File: config.mk
export PLATFORM = sky130hd
export DESIGN_NAME = device_address_accept_list_core
export DESIGN_NICKNAME = d
export VERILOG_FILES = /design/src/hdl/dal_pkg.sv /design/src/hdl/dal_store.sv /design/src/hdl/dal_scan.sv /design/src/hdl/device_address_accept_list_core.sv
export SDC_FILE = /design/constraint.sdc
export NUM_CORES = 1
export LEC_CHECK = 0
export BUFFER_PORTS_ARGS = -buffer_cell sky130_fd_sc_hd__buf_2
export CAP_MARGIN = 20
export CORE_MARGIN = 4
export CORE_UTILIZATION = 30
export DETAILED_ROUTE_END_ITERATION = 7
export PLACE_DENSITY = 0.47
export SLEW_MARGIN = 10
export SYNTH_ARGS = -nofsm -noshare
export SYNTH_HDL_FRONTEND = slang
export SYNTH_SLANG_ARGS = --single-unit
File: constraint.sdc
create_clock -name i_clk -period 5.9 [get_ports i_clk]
set_input_delay 0.59 -clock i_clk [delete_from_list [all_inputs] [get_ports i_clk]]
set_output_delay 0.59 -clock i_clk [all_outputs]
set_load 0.1 [all_outputs]
File: src/hdl/dal_pkg.sv
`timescale 1ns / 1ps
`default_nettype none
// ----------------------------------------------------------------------------
// Device address accept list: shared package
// Sizes, operation and status codes and the transfer types used by every
// module of the accept list.
// ----------------------------------------------------------------------------
package dal_pkg;

    localparam int MAX_ENTRIES = 16;
    localparam int IDX_W       = (MAX_ENTRIES > 1) ? $clog2(MAX_ENTRIES) : 1;
    localparam int ADDR_BYTES  = 6;
    localparam int ADDR_W      = 8 * ADDR_BYTES;
    localparam int TYPE_W      = 8;

    localparam logic [IDX_W-1:0] LAST_IDX = IDX_W'(MAX_ENTRIES - 1);

    localparam logic [1:0] MODE_ADD    = 2'd0;
    localparam logic [1:0] MODE_REMOVE = 2'd1;
    localparam logic [1:0] MODE_CLEAR  = 2'd2;
    localparam logic [1:0] MODE_QUERY  = 2'd3;

    localparam logic [1:0] ST_DONE      = 2'd0;
    localparam logic [1:0] ST_PRESENT   = 2'd1;
    localparam logic [1:0] ST_FULL      = 2'd2;
    localparam logic [1:0] ST_NOT_FOUND = 2'd3;

    typedef struct packed {
        logic [1:0]        mode;
        logic [TYPE_W-1:0] address_type;
        logic [ADDR_W-1:0] device_address;
    } t_in_item;

    typedef struct packed {
        logic       found;
        logic [1:0] status;
    } t_out_item;

    typedef struct packed {
        logic [TYPE_W-1:0] address_type;
        logic [ADDR_W-1:0] device_address;
    } t_slot;

    typedef struct packed {
        logic             wr_en;
        logic [IDX_W-1:0] wr_idx;
        t_slot            wr_data;
        logic [IDX_W-1:0] rd_idx;
    } t_ram_req;

endpackage
`default_nettype wire

File: src/hdl/dal_store.sv
`timescale 1ns / 1ps
`default_nettype none
// ----------------------------------------------------------------------------
// Device address accept list: slot store
// Holds the address and type of every slot; one write and one registered
// read per cycle.
// ----------------------------------------------------------------------------
module dal_store (
    input  wire logic              i_clk,
    input  wire dal_pkg::t_ram_req i_req,
    output dal_pkg::t_slot         o_rd_data
);

    dal_pkg::t_slot r_mem [dal_pkg::MAX_ENTRIES];
    dal_pkg::t_slot r_rd_data;

    always_ff @(posedge i_clk) begin
        if (i_req.wr_en) begin
            r_mem[i_req.wr_idx] <= i_req.wr_data;
        end
        r_rd_data <= r_mem[i_req.rd_idx];
    end

    assign o_rd_data = r_rd_data;

endmodule
`default_nettype wire

File: src/hdl/dal_scan.sv
`timescale 1ns / 1ps
`default_nettype none
// ----------------------------------------------------------------------------
// Device address accept list: slot compare unit
// Compares one stored slot against the key of the current transfer.
// ----------------------------------------------------------------------------
module dal_scan (
    input  wire dal_pkg::t_slot    i_slot,
    input  wire dal_pkg::t_in_item i_key,
    input  wire logic              i_slot_valid,
    output logic                   o_match
);

    always_comb begin
        o_match = i_slot_valid
               && (i_slot.address_type == i_key.address_type)
               && (i_slot.device_address == i_key.device_address);
    end

endmodule
`default_nettype wire

File: src/hdl/device_address_accept_list_core.sv
`timescale 1ns / 1ps
`default_nettype none
// ----------------------------------------------------------------------------
// Device address accept list: top level
// A fixed set of device address and type pairs with add, remove, clear and
// query operations, searched one slot per cycle.
// ----------------------------------------------------------------------------
//  Channel   Handshake            Payload
//  request   start / busy         i_item   (mode, address_type, device_address)
//  result    o_result_valid       o_result (found, status)
//
// From acceptance to its result strobe an item passes the scan, tail and
// apply states: one slot is read from the store and compared each cycle, tail
// compares the last slot and apply makes the change. busy is high from the
// cycle after acceptance until the result is shown; a new item may be
// started in the cycle that carries the result. Reset empties the set at
// once. The result is held for one cycle only, as the receiver cannot stall.
// ----------------------------------------------------------------------------
module device_address_accept_list_core (
    input  wire logic              i_clk,
    input  wire logic              i_rst_n,
    input  wire logic              start,
    output logic                   busy,
    input  wire dal_pkg::t_in_item i_item,
    output logic                   o_result_valid,
    output dal_pkg::t_out_item     o_result
);

    typedef enum logic [1:0] {
        S_IDLE,
        S_SCAN,
        S_TAIL,
        S_APPLY
    } t_state;

    t_state                         r_state, n_state;
    dal_pkg::t_in_item              r_key, n_key;
    logic [dal_pkg::IDX_W-1:0]      r_rd_idx, n_rd_idx;
    logic [dal_pkg::IDX_W-1:0]      r_cmp_idx, n_cmp_idx;
    logic                           r_cmp_vld, n_cmp_vld;
    logic                           r_hit, n_hit;
    logic [dal_pkg::IDX_W-1:0]      r_hit_idx, n_hit_idx;
    logic                           r_free_fnd, n_free_fnd;
    logic [dal_pkg::IDX_W-1:0]      r_free_idx, n_free_idx;
    logic [dal_pkg::MAX_ENTRIES-1:0] r_slot_valid, n_slot_valid;
    logic                           r_result_valid, n_result_valid;
    dal_pkg::t_out_item             r_result, n_result;

    dal_pkg::t_ram_req ram_req;
    dal_pkg::t_slot    rd_slot;
    logic              slot_match;
    logic              cmp_slot_valid;

    dal_store u_store (
        .i_clk     (i_clk),
        .i_req     (ram_req),
        .o_rd_data (rd_slot)
    );

    assign cmp_slot_valid = r_slot_valid[r_cmp_idx];

    dal_scan u_scan (
        .i_slot       (rd_slot),
        .i_key        (r_key),
        .i_slot_valid (cmp_slot_valid),
        .o_match      (slot_match)
    );

    always_comb begin
        n_state        = r_state;
        n_key          = r_key;
        n_rd_idx       = r_rd_idx;
        n_cmp_idx      = r_rd_idx;
        n_cmp_vld      = 1'b0;
        n_hit          = r_hit;
        n_hit_idx      = r_hit_idx;
        n_free_fnd     = r_free_fnd;
        n_free_idx     = r_free_idx;
        n_slot_valid   = r_slot_valid;
        n_result_valid = 1'b0;
        n_result       = r_result;

        ram_req.wr_en   = 1'b0;
        ram_req.wr_idx  = r_free_idx;
        ram_req.wr_data = '{address_type: r_key.address_type,
                            device_address: r_key.device_address};
        ram_req.rd_idx  = r_rd_idx;

        // The compare stage runs in the cycle after the read address is presented.
        if (r_cmp_vld) begin
            if (slot_match) begin
                n_hit     = 1'b1;
                n_hit_idx = r_cmp_idx;
            end
            if (!cmp_slot_valid && !r_free_fnd) begin
                n_free_fnd = 1'b1;
                n_free_idx = r_cmp_idx;
            end
        end

        case (r_state)
            S_IDLE: begin
                if (start) begin
                    n_key      = i_item;
                    n_rd_idx   = '0;
                    n_hit      = 1'b0;
                    n_free_fnd = 1'b0;
                    n_state    = S_SCAN;
                end
            end
            S_SCAN: begin
                n_cmp_vld = 1'b1;
                if (r_rd_idx == dal_pkg::LAST_IDX) begin
                    n_state = S_TAIL;
                end else begin
                    n_rd_idx = r_rd_idx + 1'b1;
                end
            end
            S_TAIL: begin
                n_state = S_APPLY;
            end
            S_APPLY: begin
                n_result.found  = r_hit;
                n_result.status = dal_pkg::ST_DONE;
                case (r_key.mode)
                    dal_pkg::MODE_ADD: begin
                        if (r_hit) begin
                            n_result.status = dal_pkg::ST_PRESENT;
                        end else if (r_free_fnd) begin
                            ram_req.wr_en            = 1'b1;
                            n_slot_valid[r_free_idx] = 1'b1;
                        end else begin
                            n_result.status = dal_pkg::ST_FULL;
                        end
                    end
                    dal_pkg::MODE_REMOVE: begin
                        if (r_hit) begin
                            n_slot_valid[r_hit_idx] = 1'b0;
                        end else begin
                            n_result.status = dal_pkg::ST_NOT_FOUND;
                        end
                    end
                    dal_pkg::MODE_CLEAR: begin
                        n_slot_valid = '0;
                    end
                    default: begin
                        if (!r_hit) begin
                            n_result.status = dal_pkg::ST_NOT_FOUND;
                        end
                    end
                endcase
                n_result_valid = 1'b1;
                n_state        = S_IDLE;
            end
            default: begin
                n_state = S_IDLE;
            end
        endcase
    end

    always_ff @(posedge i_clk) begin
        if (!i_rst_n) begin
            r_state        <= S_IDLE;
            r_cmp_vld      <= 1'b0;
            r_slot_valid   <= '0;
            r_result_valid <= 1'b0;
        end else begin
            r_state        <= n_state;
            r_cmp_vld      <= n_cmp_vld;
            r_slot_valid   <= n_slot_valid;
            r_result_valid <= n_result_valid;
        end
        r_key      <= n_key;
        r_rd_idx   <= n_rd_idx;
        r_cmp_idx  <= n_cmp_idx;
        r_hit      <= n_hit;
        r_hit_idx  <= n_hit_idx;
        r_free_fnd <= n_free_fnd;
        r_free_idx <= n_free_idx;
        r_result   <= n_result;
    end

    assign busy           = (r_state != S_IDLE);
    assign o_result_valid = r_result_valid;
    assign o_result       = r_result;

endmodule
`default_nettype wire

==> results.py <==
metrics = {
    "outcome": {
        "outcome": "finished, final reports clean",
    },
    "worst_setup_path": {
        "cp.required_ps": 6280,
        "endpoint_kind": "register",
        "reg2reg_slack_ps": 2460,
        "crit_type": "reg -> reg",
        "r2r_cells": 6,
        "path_max_fanout": 17,
        "start_kind": "register",
        "cp.arrival_ps": 3820,
        "r2r-start": "r_key[22]",
        "r2r-end": "r_hit_idx[0]",
        "worstSetupStartpoint": "r_key[22]",
    },
    "clocking": {
        "clk_pin_slew_ps": 60,
        "hold_buffers": 0,
        "cts.path.max_buffers": 3,
        "post_cts_buffers": 0,
        "clock_latency_ps": 690,
        "cts-htree-levels": 3,
        "root_buffer": "clkbuf_16",
        "cts.repair.resized": 0,
        "cts_sinks": 1051,
        "cts_tree": "built",
        "cts_buffers": 111,
    },
    "placed_design": {
        "dp.cells": 3463,
        "place.gp.congestion": 0.7563,
        "io_buffers": 65,
        "dp_hpwl_mm": 51.56,
        "dpl_worst_slack_ps": 2381,
    },
    "global_route": {
        "grt_max_degree": 117,
        "grt-ovfl-total": 0,
        "antenna_found_initial": 0,
        "grt_pass1_wl_mm": 140.3,
        "grt.total_usage": 0.1419,
        "grt_pass1_vias": 19062,
    },
    "sta": {
        "rsz0062_at_grt": "false",
        "fin_crit_ps": 3444,
        "slew_headroom": 0.2720,
        "setup_ws_ps": 2456,
        "worstMarginPinSlew_ps": 1092,
        "hold_violations": 0,
        "finClkSkew_ps": 32.42,
        "worst_hold_slack_ps": 72.93,
        "tns_ps": 0,
        "max_freq_mhz": 290.3,
        "drv_slew": 0,
        "finalCritPeriodShare": 0.5838,
        "setup_violations": 0,
    },
    "hold_path": {
        "hp-start": "i_item[51]",
        "hold_end": "r_key[51]",
        "min_path_cells": 1,
        "hp-class": "in -> reg",
    },
    "logic_synthesis": {
        "yosysWarnings": 0,
        "synth.distinct_cells": 38,
        "synth.avg_cell_area_um2": 23.35,
        "synthFlopType": "edfxtp_1",
        "synth_edf_count": 969,
        "syn_area_um2": 39320,
        "synth_nets": 1754,
        "async_flop_share": 0,
        "ys_seq_area_frac": 0.7817,
        "synth-seq-cells": 1051,
        "syn_inst": 1684,
    },
    "cells_and_area": {
        "mostFrequentLayoutCells": "edfxtp_1, mux4_2, clkbuf_16",
        "fin_cells": 3675,
        "final_common_cell": "edfxtp_1",
        "area_growth_pct": 16.08,
        "diodes": 0,
        "final_nets": 1904,
        "drive_gt1_frac": 0.2975,
        "final_core_util": 0.3516,
    },
    "route": {
        "viasPerCell": 4.844,
        "routed_wl_mm": 96.94,
        "drt_iter0_drc": 1823,
        "drc_errors": 0,
        "vias": 17803,
        "detail_route.wl_per_cell_um": 26.38,
        "drtPass1Iterations": 5,
        "ant_nets": 0,
    },
    "run": {
        "drv_cap": 0,
    },
    "die": {
        "die_w_um": 370.0,
        "num_rows": 132,
        "pin_count": 66,
        "core-area_um2": 129800,
        "dieArea_um2": 136900,
        "start_util": 0.3029,
        "die_h_um": 370.0,
    },
    "power_and_ir_drop": {
        "p_leak_nw": 13.98,
        "peakVddDrop_mv": 0.3979,
        "power.density_nw_per_um2": 459.3,
    },
}
stage by stage:
stage / power [mW] / area [um2]
after global routing: 21.90 / 45650
after floorplan: 12.75 / 39320
after global placement: 14.26 / 41980
after detailed placement: 14.28 / 41980
after CTS: 21.30 / 45650
final: 20.96 / 45650
where the power goes:
| part | switching [mW] | leakage (nW) | internal [mW] |
|---|---|---|---|
| Combinational | 2.30 | 2.76 | 2.14 |
| Sequential | 0.614 | 9.43 | 8.93 |
| Clock | 2.90 | 1.79 | 4.08 |
| Total | 5.82 | 14.0 | 15.1 |
worst max path at each step:
stage / depth (start not counted) / slack, ps / end
after CTS: 6 / 2380 / u_store.r_mem[5][16]
final: 6 / 2460 / r_hit_idx[0]
after detailed placement: 6 / 2380 / u_store.r_mem[5][16]
after floorplan: 6 / 310 / u_store.r_mem[12][0]
after global routing: 6 / 2290 / r_hit_idx[2]
after global placement: 6 / 2400 / u_store.r_mem[5][15]
area by class of cell:
type                            count  area, um2
Clock inverter                     62      608.1
Clock buffer                      150       3059
Multi-Input combinational cell    551       8252
Inverter                           13      48.80
Sequential cell                  1051      30740
Timing Repair Buffer              106      758.2
Fill cell                       12027      84170
Tap cell                         1742       2180
per-layer routing:
layer  part of all wire  wire length, um  track usage  up-vias
met5                  0                0            0        -
met4              0.021             2031      0.03515        0
met3              0.047             4587      0.02523      138
met2               0.47            45490       0.2214      481
met1               0.46            44830       0.2065     9750
li1                   -                -            -     7434
kinds of logic (layout without fill, tap and decap cells):
| logic type | after synthesis | in the layout | synth area share |
|---|---|---|---|
| DFF | 1051 | 1051 | 0.7817 |
| AOI/OAI and AO/OA | 46 | 46 | 0.008400 |
| adders and majority gates | 9 | 9 | 0.002864 |
| and+or+nand+nor | 165 | 165 | 0.02240 |
| xor gates and xnor gates | 43 | 43 | 0.009578 |
| muxes | 288 | 288 | 0.1637 |
| buffers and inverters | 82 | 331 | 0.01130 |
synthesized netlist by cell type, types with 3 or more instances:
cell type	count	area [um2]
nand2b_1	36	225.2
nor2b_1	5	31.28
nor3_1	8	40.04
buf_1	9	33.78
o2111ai_1	5	43.79
a21oi_1	3	15.01
inv_1	12	45.04
ha_1	9	112.6
and2_1	7	43.79
edfxtp_1	969	29100
a32o_1	8	80.08
xnor2_1	40	350.3
buf_6	16	180.2
o21ai_0	17	85.08
dfxtp_1	82	1642
mux4_2	284	6396
clkbuf_1	31	116.4
xor2_1	3	26.28
nand4_1	24	150.1
nor4_1	8	50.05
buf_2	13	65.06
nand2_1	29	108.9
nand3_1	8	40.04
a22oi_1	8	60.06
nor2_1	30	112.6
registers in the layout, summed over array words and instances, names as in the netlist:
name,flops
r_free_fnd,1
r_cmp_vld,1
r_hit_idx,4
o_result,3
r_state,2
u_store.r_mem,896
r_cmp_idx,4
o_result_valid,1
r_key,58
r_hit,1
u_store.o_rd_data,56
r_free_idx,4
r_slot_valid,16
n_cmp_idx,4
critical path, stage by stage, from the launching register on:
cell      delay, ps
edfxtp_1        630
xnor2_1         460
nand4_1         240
nor4_1          730
nand4b_1        180
nor4_1          640
buf_4           260
Note: power is estimated with default switching activity, not from simulation.
